[config.mk]
export PLATFORM = sky130hd
export DESIGN_NAME = length_prefixed_command_deframer_flat
export DESIGN_NICKNAME = d
export VERILOG_FILES = /design/src/hdl/lpcd_pkg.sv /design/src/hdl/lpcd_byte_if.sv /design/src/hdl/lpcd_record_if.sv /design/src/hdl/length_prefixed_command_deframer.sv /design/src/flat_wrapper.sv
export SDC_FILE = /design/constraint.sdc
export NUM_CORES = 1
export LEC_CHECK = 0
export BUFFER_PORTS_ARGS = -buffer_cell sky130_fd_sc_hd__clkbuf_2
export CORE_MARGIN = 8
export CORE_UTILIZATION = 38
export DETAILED_ROUTE_END_ITERATION = 10
export HOLD_SLACK_MARGIN = 0.02
export SLEW_MARGIN = 20
export SYNTH_ARGS = -nofsm -noshare
export SYNTH_HDL_FRONTEND = slang
export SYNTH_SLANG_ARGS = --single-unit
[constraint.sdc]
create_clock -name clk -period 5.7 [get_ports clk]
set_input_delay 0.855 -clock clk [delete_from_list [all_inputs] [get_ports clk]]
set_output_delay 0.855 -clock clk [all_outputs]
set_load 0.02 [all_outputs]
[src/hdl/lpcd_pkg.sv]
`timescale 1ns / 1ps
// ----------------------------------------------------------------------------
// lpcd_pkg: shared types and codes for the command deframer
// Phase codes of the frame parser and the record kind codes.
// ----------------------------------------------------------------------------
package lpcd_pkg;

	localparam int BYTE_W = 8;
	localparam int LEN_W  = 32;

	// Record kinds on the output channel
	localparam logic KIND_HEADER  = 1'b0;
	localparam logic KIND_PAYLOAD = 1'b1;

	// Frame parser phase, one-hot
	typedef enum logic [5:0] {
		PH_CMD  = 6'b000001,
		PH_LEN1 = 6'b000010,
		PH_LEN2 = 6'b000100,
		PH_LEN3 = 6'b001000,
		PH_LEN4 = 6'b010000,
		PH_DATA = 6'b100000
	} phase_t;

endpackage

[src/hdl/lpcd_byte_if.sv]
`timescale 1ns / 1ps
// ----------------------------------------------------------------------------
// lpcd_byte_if: raw stream channel
// One stream byte per word, valid/ready handshake.
// ----------------------------------------------------------------------------
interface lpcd_byte_if;
	logic                       valid;
	logic                       ready;
	logic [lpcd_pkg::BYTE_W-1:0] stream_byte;

	modport source (output valid, output stream_byte, input ready);
	modport sink   (input valid, input stream_byte, output ready);
endinterface

[src/hdl/lpcd_record_if.sv]
`timescale 1ns / 1ps
// ----------------------------------------------------------------------------
// lpcd_record_if: deframed record channel
// Header and payload records, valid/ready handshake.
// ----------------------------------------------------------------------------
interface lpcd_record_if;
	logic                       valid;
	logic                       ready;
	logic                       record_kind;
	logic [lpcd_pkg::BYTE_W-1:0] command_code;
	logic [lpcd_pkg::LEN_W-1:0]  frame_length;
	logic [lpcd_pkg::BYTE_W-1:0] payload_byte;
	logic                       frame_last;

	modport source (output valid, output record_kind, output command_code,
		output frame_length, output payload_byte, output frame_last, input ready);
	modport sink   (input valid, input record_kind, input command_code,
		input frame_length, input payload_byte, input frame_last, output ready);
endinterface

[src/hdl/length_prefixed_command_deframer.sv]
`timescale 1ns / 1ps
// Pipeline: a byte is registered in the input stage at acceptance; its record
//   is then registered in the result register.
// Throughput: one stream byte per cycle; each byte only steps the phase and
//   the remaining-byte counter, so nothing limits the rate but output stall.
// Reset: arst_n clears the phase to expect-command and empties both stages.
// ----------------------------------------------------------------------------
// length_prefixed_command_deframer: byte stream to header/payload records
// Parses frames of command byte, 32-bit big-endian length and payload bytes.
// Emits a header record after the fourth length byte, then one record per
// payload byte; the final record of each frame is marked last.
// ----------------------------------------------------------------------------
module length_prefixed_command_deframer (
	input  logic                 clk,
	input  logic                 arst_n,
	lpcd_byte_if.sink            stream,
	lpcd_record_if.source        record
);

	// Input stage
	logic                        valid_s1;
	logic [lpcd_pkg::BYTE_W-1:0] byte_s1;

	// Frame state
	lpcd_pkg::phase_t            phase_q, phase_d;
	logic [lpcd_pkg::BYTE_W-1:0] command_q, command_d;
	logic [lpcd_pkg::LEN_W-1:0]  length_q, length_d;
	logic [lpcd_pkg::LEN_W-1:0]  remain_q, remain_d;

	// Result register
	logic                        res_valid_q;
	logic                        res_kind_q;
	logic [lpcd_pkg::BYTE_W-1:0] res_command_q;
	logic [lpcd_pkg::LEN_W-1:0]  res_length_q;
	logic [lpcd_pkg::BYTE_W-1:0] res_payload_q;
	logic                        res_last_q;

	// Next result
	logic                        emit_d;
	logic                        kind_d;
	logic [lpcd_pkg::BYTE_W-1:0] payload_d;
	logic                        last_d;
	logic [lpcd_pkg::LEN_W-1:0]  full_len;

	logic adv;
	logic fire;

	// The pipeline moves whenever the result slot is free or being drained
	assign adv          = !res_valid_q || record.ready;
	assign fire         = valid_s1 && adv;
	assign stream.ready = !valid_s1 || adv;

	always_ff @(posedge clk or negedge arst_n) begin
		if (!arst_n) begin
			valid_s1 <= 1'b0;
		end else if (stream.ready) begin
			valid_s1 <= stream.valid;
		end
	end

	always_ff @(posedge clk) begin
		if (stream.ready && stream.valid) begin
			byte_s1 <= stream.stream_byte;
		end
	end

	// Length with the low byte merged in on the last header byte
	assign full_len = {length_q[lpcd_pkg::LEN_W-1:lpcd_pkg::BYTE_W], byte_s1};

	// Frame parser
	always_comb begin
		phase_d   = phase_q;
		command_d = command_q;
		length_d  = length_q;
		remain_d  = remain_q;
		emit_d    = 1'b0;
		kind_d    = lpcd_pkg::KIND_HEADER;
		payload_d = '0;
		last_d    = 1'b0;
		case (phase_q)
			lpcd_pkg::PH_LEN1: begin
				length_d[31:24] = byte_s1;
				phase_d         = lpcd_pkg::PH_LEN2;
			end
			lpcd_pkg::PH_LEN2: begin
				length_d[23:16] = byte_s1;
				phase_d         = lpcd_pkg::PH_LEN3;
			end
			lpcd_pkg::PH_LEN3: begin
				length_d[15:8] = byte_s1;
				phase_d        = lpcd_pkg::PH_LEN4;
			end
			lpcd_pkg::PH_LEN4: begin
				length_d = full_len;
				remain_d = full_len;
				emit_d   = 1'b1;
				if (full_len == '0) begin
					last_d  = 1'b1;
					phase_d = lpcd_pkg::PH_CMD;
				end else begin
					phase_d = lpcd_pkg::PH_DATA;
				end
			end
			lpcd_pkg::PH_DATA: begin
				// Count down what is left; length is nonzero in this phase
				remain_d  = remain_q - {{(lpcd_pkg::LEN_W-1){1'b0}}, 1'b1};
				emit_d    = 1'b1;
				kind_d    = lpcd_pkg::KIND_PAYLOAD;
				payload_d = byte_s1;
				if (remain_q == {{(lpcd_pkg::LEN_W-1){1'b0}}, 1'b1}) begin
					last_d  = 1'b1;
					phase_d = lpcd_pkg::PH_CMD;
				end
			end
			default: begin
				command_d = byte_s1;
				length_d  = '0;
				remain_d  = '0;
				phase_d   = lpcd_pkg::PH_LEN1;
			end
		endcase
	end

	always_ff @(posedge clk or negedge arst_n) begin
		if (!arst_n) begin
			phase_q   <= lpcd_pkg::PH_CMD;
			command_q <= '0;
			length_q  <= '0;
			remain_q  <= '0;
		end else if (fire) begin
			phase_q   <= phase_d;
			command_q <= command_d;
			length_q  <= length_d;
			remain_q  <= remain_d;
		end
	end

	// Result register
	always_ff @(posedge clk or negedge arst_n) begin
		if (!arst_n) begin
			res_valid_q <= 1'b0;
		end else if (adv) begin
			res_valid_q <= fire && emit_d;
		end
	end

	always_ff @(posedge clk) begin
		if (fire && emit_d) begin
			res_kind_q    <= kind_d;
			res_command_q <= command_d;
			res_length_q  <= length_d;
			res_payload_q <= payload_d;
			res_last_q    <= last_d;
		end
	end

	assign record.valid        = res_valid_q;
	assign record.record_kind  = res_kind_q;
	assign record.command_code = res_command_q;
	assign record.frame_length = res_length_q;
	assign record.payload_byte = res_payload_q;
	assign record.frame_last   = res_last_q;

	// A header of a nonempty frame leaves the parser in the data phase
	a_hdr_to_data: assert property (@(posedge clk) disable iff (!arst_n)
		(res_valid_q && res_kind_q == lpcd_pkg::KIND_HEADER && !res_last_q)
		|-> (phase_q == lpcd_pkg::PH_DATA))
		else $error("nonempty header did not enter data phase");

	// A closing record always returns the parser to expect a command
	a_last_to_cmd: assert property (@(posedge clk) disable iff (!arst_n)
		(res_valid_q && res_last_q) |-> (phase_q == lpcd_pkg::PH_CMD))
		else $error("frame end did not return to command phase");

	// In the data phase at least one payload byte is still owed
	a_remain_nz: assert property (@(posedge clk) disable iff (!arst_n)
		(phase_q == lpcd_pkg::PH_DATA) |-> (remain_q != '0))
		else $error("data phase with nothing remaining");

	// Header records carry a zero payload byte
	a_hdr_zero: assert property (@(posedge clk) disable iff (!arst_n)
		(res_valid_q && res_kind_q == lpcd_pkg::KIND_HEADER) |-> (res_payload_q == '0))
		else $error("header record with nonzero payload byte");

	// A stalled result is not overwritten by a new byte
	a_stall_hold: assert property (@(posedge clk) disable iff (!arst_n)
		(res_valid_q && !record.ready) |=> (res_valid_q && $stable(res_length_q)
		&& $stable(res_kind_q) && $stable(phase_q)))
		else $error("result or parser moved during stall");

endmodule

[src/flat_wrapper.sv]
// flat-port wrapper written by rule: the top's interface ports become plain ports
module length_prefixed_command_deframer_flat 
  (clk, arst_n, stream_valid, stream_stream_byte, stream_ready, record_valid, record_record_kind, record_command_code, record_frame_length, record_payload_byte, record_frame_last, record_ready);
  lpcd_byte_if stream_i ();
  lpcd_record_if record_i ();
  input  logic clk;
  input  logic arst_n;
  input wire logic [$bits(stream_i.valid)-1:0] stream_valid;
  input wire logic [$bits(stream_i.stream_byte)-1:0] stream_stream_byte;
  output wire logic [$bits(stream_i.ready)-1:0] stream_ready;
  output wire logic [$bits(record_i.valid)-1:0] record_valid;
  output wire logic [$bits(record_i.record_kind)-1:0] record_record_kind;
  output wire logic [$bits(record_i.command_code)-1:0] record_command_code;
  output wire logic [$bits(record_i.frame_length)-1:0] record_frame_length;
  output wire logic [$bits(record_i.payload_byte)-1:0] record_payload_byte;
  output wire logic [$bits(record_i.frame_last)-1:0] record_frame_last;
  input wire logic [$bits(record_i.ready)-1:0] record_ready;
  assign stream_i.valid = stream_valid;
  assign stream_i.stream_byte = stream_stream_byte;
  assign stream_ready = stream_i.ready;
  assign record_valid = record_i.valid;
  assign record_record_kind = record_i.record_kind;
  assign record_command_code = record_i.command_code;
  assign record_frame_length = record_i.frame_length;
  assign record_payload_byte = record_i.payload_byte;
  assign record_frame_last = record_i.frame_last;
  assign record_i.ready = record_ready;
  length_prefixed_command_deframer u_core (.clk(clk), .arst_n(arst_n), .stream(stream_i), .record(record_i));
endmodule
Yosys cells after proc, flatten, opt, wreduce, memory -nomap -nowiden
Cells that the tools add are included.
Widths: inputs -> output; s select.
{ "op_classes": {"n_addsub": 1, "eq_ne": 7, "n_mux": 14, "bitwise": 1, "reduce_logical": 17} }
{ "ops": {"columns": ["operator", "n"], "rows": [
  ["$pmux 32 s3", 1],
  ["$pmux 8 s2", 4],
  ["$eq 32x1->1 const B", 1],
  ["$logic_not 32->1", 1],
  ["$sub 32x1->32 const B", 1],
  ["$pmux 6 s5", 1],
  ["$reduce_or 4->1", 4],
  ["$mux 6", 2],
  ["$mux 8", 1],
  ["$eq 6x2->1 const B", 1],
  ["$eq 6x3->1 const B", 1],
  ["$eq 6x4->1 const B", 1],
  ["$eq 6x5->1 const B", 1],
  ["$eq 6x6->1 const B", 1],
  ["$reduce_or 5->1", 1],
  ["$mux 1", 4],
  ["$reduce_and 2->1", 2],
  ["$logic_and 1x1->1", 3],
  ["$reduce_or 3->1", 1],
  ["$logic_not 1->1", 2],
  ["$logic_or 1x1->1", 2],
  ["$ne 2x1->1 const B", 1],
  ["$pmux 1 s2", 1],
  ["$reduce_or 2->1", 1],
  ["$not 1->1", 1]
]} }
{ "totals": {"regBits": 138, "inputBits": 12, "output_inout_bits": 52, "elab_cells": 52} }

Depth between registers and ports, before layout
Gate-level depths: netlist (run 1).
{ "depth": {"depth_word": 4, "mapped_depth": 8, "mapped_depth_nobuf": 7} }

Least setup slack after synthesis (run 1)
OpenSTA, ideal clock, no wires.
{ "synth_path": {"path_type": "reg2reg", "startpoint": "register u_core.phase_q[2]", "endpoint": "register u_core.res_command_q, in the netlist u_core.record.command_code[0], enable pin", "setup_time_ps": 458, "arrival_time_ps": 3496, "t_required_ps": 5242, "slack_ps": 1747, "path_stages_with_launch": 5, "path_buffers": 0, "synth_period_minus_slack_ps": 3953, "path_cell_list": "dfrtp_1 -> or4b_1 -> nor3_2 -> nor2_1 -> nor2_1"} }
{ "synth_via": {"elab_chain_len": 4, "word_cells_on_any_way": 5, "cone_classes": "eq/ne: 2; mux: 1; reduce/logical: 2"} }
{ "synth_rtl": {"columns": ["item", "line_no", "rtl"], "rows": [
  ["from (decl)", "length_prefixed_command_deframer.sv:25", "lpcd_pkg::phase_t phase_q, phase_d;"],
  ["from (signal assigned)", "length_prefixed_command_deframer.sv:126", "phase_q <= lpcd_pkg::PH_CMD;"],
  ["from (signal assigned)", "length_prefixed_command_deframer.sv:131", "phase_q <= phase_d;"],
  ["$eq 6x5->1 or $eq 6x6->1 (tied branches)", "length_prefixed_command_deframer.sv:80", "case (phase_q)"],
  ["$reduce_or 2->1 (no line) (*)", null, null],
  ["$mux 1 (*)", "length_prefixed_command_deframer.sv:80", null],
  ["$logic_and 1x1->1 (*)", "length_prefixed_command_deframer.sv:148", "if (fire && emit_d) begin"],
  ["to (signal assigned)", "length_prefixed_command_deframer.sv:150", "res_command_q <= command_d;"],
  ["to (decl)", "length_prefixed_command_deframer.sv:33", "logic [lpcd_pkg::BYTE_W-1:0] res_command_q;"]
]} }
Mark *: on every way between the ends. The rest lies on a longest branch, timed or not.
A chain may end at the register's enable or synchronous reset.

Final worst setup path (run 1)
{ "layout_path": {"startpoint": "register u_core.phase_q[0]", "endpoint": "register u_core.length_q[17] (netlist bit)"} }
{ "layout_via": {"elab_chain_len": 3, "word_cells_on_any_way": 7, "cone_classes": "eq/ne: 5; mux: 1; reduce/logical: 1"} }
{ "layout_rtl": {"columns": ["item", "line_no", "rtl"], "rows": [
  ["$eq 6x2->1, or another cell as far along", "length_prefixed_command_deframer.sv:80", null],
  ["$reduce_or 4->1 (no line)", null, null],
  ["$pmux 8 s2 (*)", "length_prefixed_command_deframer.sv:80", null],
  ["to (signal assigned)", "length_prefixed_command_deframer.sv:133", "length_q <= length_d;"],
  ["to (decl)", "length_prefixed_command_deframer.sv:27", "logic [lpcd_pkg::LEN_W-1:0] length_q, length_d;"]
]} }
Marks and branches as above.

==> results of run 1 <==
==> kinds of logic (layout without fill, tap and decap cells) <==
group                    count (synthesis)  after routing  synth area share, %
AO/OA/AOI/OAI                          179            179                 20.3
XOR/XNOR                                 1              1                0.139
adder cells (fa/ha/maj)                  2              2                0.398
buffers and inverters                   48            116                 3.24
flip-flops                             138            138                 59.5
multiplexers                            19             19                 3.40
AND/OR/NAND/NOR                        130            130                 13.0
==> metal layers <==
| metal | global-route usage, % | wire length (um) | up-vias |
|---|---|---|---|
| met4 | 7.94 | 544 | 0 |
| met2 | 25.1 | 7680 | 189 |
| met3 | 3.97 | 1140 | 29 |
| met1 | 20.7 | 6970 | 2352 |
| met5 | 0 | 0 | - |
| li1 | - | - | 2145 |
==> final cells by class <==
class,count,area [um^2],share of cell area (%)
Multi-Input combinational cell,331,2360,31.7
Clock buffer,19,433,5.82
Timing Repair Buffer,75,412,5.54
Inverter,9,33.8,0.455
Tap cell,220,275,3.70
Sequential cell,138,3740,50.4
Clock inverter,13,176,2.37
==> path summary, 6_finish.rpt <==
kind,from,cells past startpoint,endpoint,slack [ps]
worst max-delay path,u_core.phase_q[0]$_DFFE_PN1P_,7,u_core.length_q[17]$_DFFE_PN0P_,2740
worst min-delay path,arst_n,1,u_core.remain_q[14]$_DFFE_PN0P_,480
worst max register to register,u_core.phase_q[0]$_DFFE_PN1P_,7,u_core.length_q[17]$_DFFE_PN0P_,2740
worst min register to register,u_core.length_q[6]$_DFFE_PN0P_,1,u_core.length_q[6]$_DFFE_PN0P_,500
max in group asynchronous,arst_n,1,u_core.phase_q[1]$_DFFE_PN0P_,4690
min in group clk,u_core.length_q[6]$_DFFE_PN0P_,1,u_core.length_q[6]$_DFFE_PN0P_,500
==> cells in the mapped netlist (all sizes together), types with 3 or more instances <==
cell,count,area [um^2]
a21oi,19,95.1
a22o,64,561
a22oi,10,75.1
a31oi,5,31.3
a32oi,10,87.6
and2,14,87.6
and4,3,26.3
and4b,3,30.0
buf,15,80.1
clkbuf,24,90.1
dfrtp,79,1980
edfxtp,58,1740
inv,9,33.8
mux2,19,214
nand2,14,52.6
nand2b,7,43.8
nand3,9,50.1
nand4,7,43.8
nor2,26,105
nor3,9,50.1
nor4,18,155
o211ai,4,30.0
o21ai,47,235
or3,4,25.0
or4,8,67.6
==> worst register-to-register path: stages, from the launching register on <==
cell and delay [ps]:
dfstp_2 590, nor2_1 100, nand4_1 110, buf_4 330
inv_2 350, or4_1 770, nand2b_1 340, a22o_1 270
==> stage by stage <==
step           hold slack [ps]  util [%]  cell area [um^2]  setup WS [ps]  power (uW)
3_3_place_gp               474      41.6              6820           2880        2590
3_5_place_dp               482      41.6              6820           2790        2620
5_1_grt                    520      45.3              7430           2600        3960
6_report                   476      45.3              7430           2740        3760
2_1_floorplan              465         -              6290           1750        2320
4_1_cts                    495      45.3              7430           2780        3770
==> registers in the layout, indices dropped and copies added (netlist names) <==
signal / flops
u_core.remain_q: 32
u_core.byte_s1: 8
u_core.record.command_code: 8
u_core.command_q: 8
u_core.record.frame_last: 1
u_core.record.payload_byte: 8
u_core.record.record_kind: 1
u_core.phase_q: 6
u_core.record.valid: 1
u_core.length_q: 32
u_core.record.frame_length: 32
u_core.valid_s1: 1
==> power by group through the flow <==
| stage | logic [uW] | clock network (uW) | registers [uW] |
|---|---|---|---|
| 5_1_grt | 1320 | 1190 | 1440 |
| 2_1_floorplan | 914 | 0 | 1400 |
| 3_3_place_gp | 1160 | 0 | 1420 |
| 3_5_place_dp | 1190 | 0 | 1430 |
| 6_report | 1210 | 1140 | 1420 |
| 4_1_cts | 1200 | 1150 | 1410 |
==> impl_metrics.ini, run 1 <==
[outcome]
status = finished, final reports clean

[critical_path]
worstPathArrival_ps = 3260
cp_num_buf_inv = 2
endpoint_kind = register
path_delay_family = simple AND/OR/NAND/NOR gates
required_ps = 6000
crit_path_max_fanout = 34
cp-start-kind = register
cpPeakStageDelay_ps = 760
criticalPathCategory = register to register
cpMaxStageDelayCell = or4_1
path_cells = nor2_1 > nand4_1 > buf_4 > inv_2 > or4_1 > nand2b_1 > a22o_1

[cts]
cts_tree = built
path_clk_slew_ps = 60
hold_buffers = 0
numClockSinks = 138
cts_max_level = 4
cts_resized = 0
cts_made_buffers = 17
clock_latency_ps = 420
cts_buffer_depth = 2
cts_root_buffer = clkbuf_16
cts_setup_buffers = 0

[synth]
yosysUniqueCellTypes = 62
ys_seq_area_share_pct = 59.5
synthFlopType = dfrtp_1
postSynthCellCount = 517
ys_async_sr_fraction_pct = 58.0
synth_enable_flop_cells = 58
synth_area_um2 = 6290
syn_area_per_cell_um2 = 12.2
ys_seq_elements = 138
ys_warn_count = 0
synth_nets = 531

[power]
cellInternalPower_uw = 2430
vdd_drop_max_mv = 0.245
switching_share_pct = 35.5
pwr-share-clk_pct = 30.2
p_leak_uw = 0.00306
powerDensity_nw_per_um2 = 506
combPwrFrac_pct = 32.1
switching_power_uw = 1340
seqPwrFrac_pct = 37.8

[grt]
grt_max_degree = 81
grt_pass1_wl_um = 25500
antenna_found_initial = 0
gr-total-overflow = 0
track_usage_pct = 16.2
grt_pass1_vias = 4580

[place]
dp_hpwl_um = 10600
gp_congestion = 0.894
dpl.cell_count = 773
port_buffers = 63

[floorplanning]
fp.dieW_um = 145
core_area_um2 = 16400
rows = 47
die-area_um2 = 20900
die_y_um = 145
initial_core_util_pct = 38.4
io_pins = 64

[timing]
finalSetupViolCount = 0
finalHoldViolations = 0
setup_tns_ps = 0
fin_crit_ps = 2960
fmax_mhz = 338
final.period_utilization_pct = 51.9
clock_skew_ps = 9.69
max_slew_margin_pct = 48.7
slew_violations = 0
worstMarginPinSlew_ps = 763
rsz0062_at_grt = no

[layout]
final_common_cell = dfrtp_1
layout-drive-gt1-share_pct = 23.4
fin_nets = 586
synthToLayoutAreaGrowth_pct = 18.1
fillers = 1480
stdcell_count = 805
mostFrequentLayoutCells = dfrtp_1, a22o_1, clkbuf_2
antenna_cells = 0

[flow_run]
cap_violations = 0

[routing]
wl_per_cell_um = 20.3
viasPerCell = 5.86
drt-total-wl_um = 16300
vias = 4715
dr.pass1.iters = 5
remaining_drc_errors = 0
drt-initial-drc-count = 418
ant_nets = 0

[min_path]
hold_path_class = input port to async pin
No activity file was read; power rests on OpenSTA's default activity.
==> run 2: changes to the inputs <==
Clock period 5.7 ns to 2.7 ns, I/O delays scaled along.
==> impl_metrics.ini, run 2 (synthesis gave the netlist of run 1 again) <==
[outcome]
status = finished, final reports clean

[floorplanning]
die_y_um = 145
io_pins = 64
rows = 47
core_area_um2 = 16400
initial_core_util_pct = 38.4
fp.dieW_um = 145
die-area_um2 = 20900

[timing]
setup_tns_ps = 0
rsz0062_at_grt = no
max_slew_margin_pct = 65.5
finalSetupViolCount = 0
finalHoldViolations = 0
worstMarginPinSlew_ps = 513
fin_crit_ps = 2410
final.period_utilization_pct = 89.3
slew_violations = 0
clock_skew_ps = 8.61
fmax_mhz = 415

[grt]
gr-total-overflow = 0
antenna_found_initial = 0
grt_max_degree = 57
grt_pass1_vias = 4654
track_usage_pct = 16.6
grt_pass1_wl_um = 26300

[routing]
drt-initial-drc-count = 542
drt-total-wl_um = 16800
ant_nets = 0
dr.pass1.iters = 5
vias = 4765
viasPerCell = 5.80
remaining_drc_errors = 0
wl_per_cell_um = 20.4

[cts]
numClockSinks = 138
cts_max_level = 4
cts_tree = built
cts_buffer_depth = 2
cts_resized = 0
cts_setup_buffers = 0
cts_root_buffer = clkbuf_16
cts_made_buffers = 17
clock_latency_ps = 410
path_clk_slew_ps = 60

[power]
switching_share_pct = 36.7
switching_power_uw = 2910
seqPwrFrac_pct = 38.0
p_leak_uw = 0.00310
combPwrFrac_pct = 34.5
powerDensity_nw_per_um2 = 1050
pwr-share-clk_pct = 27.5
vdd_drop_max_mv = 0.488
cellInternalPower_uw = 5010

[layout]
ff_latch_area_um2 = 3740
final_common_cell = dfrtp_1
mostFrequentLayoutCells = dfrtp_1, a22o_1, clkbuf_2
stdcell_count = 822
fillers = 1469
antenna_cells = 0
layout-drive-gt1-share_pct = 25.6
fin_nets = 603
multi_input_area_um2 = 2360
synthToLayoutAreaGrowth_pct = 19.6

[critical_path]
required_ps = 2990
r2r_setup_slack_ps = 290
cp-start-kind = register
r2r-start = u_core.remain_q[0]$_DFFE_PN0P_
worst_r2r_path_depth = 7
timing.rr.end = u_core.remain_q[18]$_DFFE_PN0P_
endpoint_kind = register
worstPathArrival_ps = 2700
criticalPathCategory = register to register
cp-endpoint = u_core.remain_q[18]$_DFFE_PN0P_
crit_path_max_fanout = 5
startpoint = u_core.remain_q[0]$_DFFE_PN0P_

[flow_run]
cap_violations = 0

[place]
dp_hpwl_um = 11400
port_buffers = 63
dpl.cell_count = 789
gp_congestion = 0.912

[min_path]
hold_path_class = input port to register
## run 2: cell count changes in the layout (fill, tap and decap cells not counted), sizes merged
| cell | previous run | this run |
|---|---|---|
| clkinv | 6 | 3 |
| bufinv | 4 | 1 |
| buf | 13 | 29 |
| dlygate4sd3 | 0 | 1 |
| clkinvlp | 2 | 6 |
| inv | 10 | 12 |
## run 2: cell type report
type	count	area share, %
clock buffers	19	5.75
well taps	220	3.66
repair buffers	92	7.48
multi-input cells	331	31.3
flip-flops and latches	138	49.8
inverters	9	0.449
clock inverters	13	1.60
## run 2: routing by layer
layer / track usage, % / vias to the layer above / wire (um)
li1: - / 2173 / -
met3: 3.05 / 27 / 869
met5: 0 / - / 0
met2: 27.0 / 152 / 8050
met1: 21.3 / 2413 / 7400
met4: 7.39 / 0 / 456
## run 2: critical path, cell delays in order (launching register included)
cell	delay (ps)
dfrtp_1	410
inv_1	120
ha_1	250
or3b_2	520
or4_4	470
nor2_2	120
nor2_1	50
o32a_1	340
## run 2: power groups by stage
stage          combinational, uW  sequential (uW)  clock, uW
4_1_cts                     2730             3000       2210
2_1_floorplan               1930             2960          0
3_5_place_dp                2710             3030          0
3_3_place_gp                2650             3010          0
6_report                    2730             3010       2180
5_1_grt                     2990             3060       2290
## run 2: how the worst min path moves through the flow
| stage | startpoint | endpoint | slack (ps) | cells after the start |
|---|---|---|---|---|
| after global placement | arst_n | u_core.remain_q[15]$_DFFE_PN0P_ | 390 | 1 |
| after detailed placement | arst_n | u_core.remain_q[15]$_DFFE_PN0P_ | 390 | 1 |
| final | stream_stream_byte[3] | u_core.byte_s1[3]$_DFFE_PP_ | 160 | 1 |
| after floorplan | arst_n | u_core.command_q[0]$_DFFE_PN0P_ | 110 | 0 |
| after CTS | stream_stream_byte[3] | u_core.byte_s1[3]$_DFFE_PP_ | 150 | 1 |
| after global routing | stream_stream_byte[2] | u_core.byte_s1[2]$_DFFE_PP_ | 150 | 1 |
## run 2: repair_timing
item,4_1_cts,5_1_grt
hold buffers,1,0
endpoints found under the hold margin,33,0
endpoints found under the setup margin,0,0
## run 2: stage by stage
| stage | instance area (um^2) | total power [uW] | util, % | setup slack, ps | hold WS, ps |
|---|---|---|---|---|---|
| 2_1_floorplan | 6300 | 4890 | - | 114 | 109 |
| 3_3_place_gp | 6960 | 5660 | 42.4 | 380 | 385 |
| 3_5_place_dp | 6960 | 5750 | 42.4 | 310 | 394 |
| 4_1_cts | 7530 | 7930 | 45.9 | 291 | 150 |
| 5_1_grt | 7530 | 8340 | 45.9 | 157 | 149 |
| 6_report | 7530 | 7910 | 45.9 | 290 | 164 |
==> run 3: changes to the inputs <==
Settings changed: CELL_PAD_IN_SITES_DETAIL_PLACEMENT from default to 0, CELL_PAD_IN_SITES_GLOBAL_PLACEMENT from default to 2, CORE_MARGIN 8 to 2, CORE_UTILIZATION 38 to 36, PLACE_DENSITY_LB_ADDON from default to 0.1.
==> impl_metrics.ini, run 3 (synthesis gave the netlist of run 1 again) <==
[power]
powerDensity_nw_per_um2 = 1070
pwr-share-clk_pct = 27.6
cellInternalPower_uw = 4970
switching_power_uw = 3090
p_leak_uw = 0.00313
switching_share_pct = 38.3
vdd_drop_max_mv = 0.474
seqPwrFrac_pct = 37.4
combPwrFrac_pct = 35.0

[floorplanning]
rows = 48
core_area_um2 = 17200
initial_core_util_pct = 36.6
die-area_um2 = 18600
die_y_um = 136
fp.dieW_um = 136
io_pins = 64

[timing]
finalSetupViolCount = 0
holdWs_ps = 153
fin_crit_ps = 2520
setup_tns_ps = 0
clock_skew_ps = 11.7
worstMarginPinSlew_ps = 639
slew_violations = 0
final.period_utilization_pct = 93.4
fmax_mhz = 396
max_slew_margin_pct = 57.3
finalHoldViolations = 0
rsz0062_at_grt = no

[critical_path]
criticalPathCategory = register to register
path_delay_family = simple AND/OR/NAND/NOR gates
cp-start-kind = register
cp_num_buf_inv = 0
cpMaxStageDelayCell = or4_1
cpPeakStageDelay_ps = 730
worstPathArrival_ps = 2820
endpoint_kind = register
crit_path_max_fanout = 9
required_ps = 3000
path_cells = or4_1 > nor4b_1 > and4_1 > o21ai_1 > mux2_1

[place]
port_buffers = 63
gp_congestion = 0.801
dp_hpwl_um = 11900

[cts]
cts_tree = built
cts_buffer_depth = 2
clock_latency_ps = 420
path_clk_slew_ps = 60
cts_max_level = 4
cts_setup_buffers = 0
cts_resized = 0
cts_made_buffers = 17
hold_buffers = 1
numClockSinks = 138
cts_root_buffer = clkbuf_16

[layout]
layout-drive-gt1-share_pct = 25.9
fin_nets = 604
final_common_cell = dfrtp_1
finish.utilization_pct = 44.0
fillers = 1651
synthToLayoutAreaGrowth_pct = 20.2
mostFrequentLayoutCells = dfrtp_1, a22o_1, clkbuf_2
antenna_cells = 0

[routing]
remaining_drc_errors = 0
wl_per_cell_um = 21.6
viasPerCell = 5.68
drt-total-wl_um = 17900
vias = 4707
drt-initial-drc-count = 437
dr.pass1.iters = 6
ant_nets = 0

[grt]
track_usage_pct = 20.7
gr-total-overflow = 0
antenna_found_initial = 0
grt_pass1_vias = 4621
grt_max_degree = 48
grt_pass1_wl_um = 28200

[outcome]
status = finished, final reports clean

[flow_run]
cap_violations = 0

[min_path]
hold_path_class = input port to register
[run 3: cell types whose count changed in the layout (fill, tap and decap cells not counted)]
| cell | change |
|---|---|
| inv_8 | +5 |
| clkinvlp_4 | -3 |
| clkinv_2 | -2 |
| clkinv_4 | +2 |
| buf_12 | +1 |
| bufinv_16 | -1 |
| clkbuf_1 | -1 |
[run 3: metal layers]
layer	GRT usage, %	up-vias	share of wire, %
met3	3.88	14	5.3
li1	-	2184	-
met2	31.7	135	47
met1	29.9	2374	47
met5	0	-	0
met4	6.13	0	0.96
[run 3: worst paths after layout]
check	endpoint	from	slack (ps)	cells past startpoint
worst min register to register	u_core.length_q[5]$_DFFE_PN0P_	u_core.length_q[5]$_DFFE_PN0P_	500	1
max in group asynchronous	u_core.phase_q[0]$_DFFE_PN1P_	arst_n	1530	3
worst max-delay path	u_core.phase_q[4]$_DFFE_PN0P_	u_core.remain_q[4]$_DFFE_PN0P_	180	5
min in group asynchronous	u_core.length_q[26]$_DFFE_PN0P_	arst_n	490	2
worst max register to register	u_core.phase_q[4]$_DFFE_PN0P_	u_core.remain_q[4]$_DFFE_PN0P_	180	5
worst min-delay path	u_core.byte_s1[3]$_DFFE_PP_	stream_stream_byte[3]	150	1
[run 3: metrics by stage]
step	worst slack, ps	total power [uW]	area (um^2)	cells
finish	177	8060	7560	828
global route	94.3	8540	7560	828
CTS	248	8100	7560	828
detailed placement	274	5870	6990	795
global placement	356	5840	6990	795
floorplan	114	4890	6300	517
[run 3: worst register-to-register path, cell delays in order (launching register included)]
cell and delay [ps]:
dfrtp_1 430, or4_1 730, nor4b_1 490, and4_1 300
o21ai_1 120, mux2_1 340
[run 3: final cells by class]
cell class                 count  area (um^2)  area share [%]
sequential                   138         3740            49.5
multi-input combinational    331         2360            31.2
timing repair buffer          93          583            7.71
clock buffer                  18          429            5.68
tap                          225          282            3.72
clock inverter                14          131            1.74
inverter                       9         33.8           0.447
[run 3: power by group through the flow]
stage	Clock, uW	Combinational [uW]	Sequential, uW
CTS	2260	2830	3010
finish	2230	2820	3010
detailed placement	0	2820	3040
global placement	0	2800	3040
floorplan	0	1930	2960
global route	2380	3100	3060
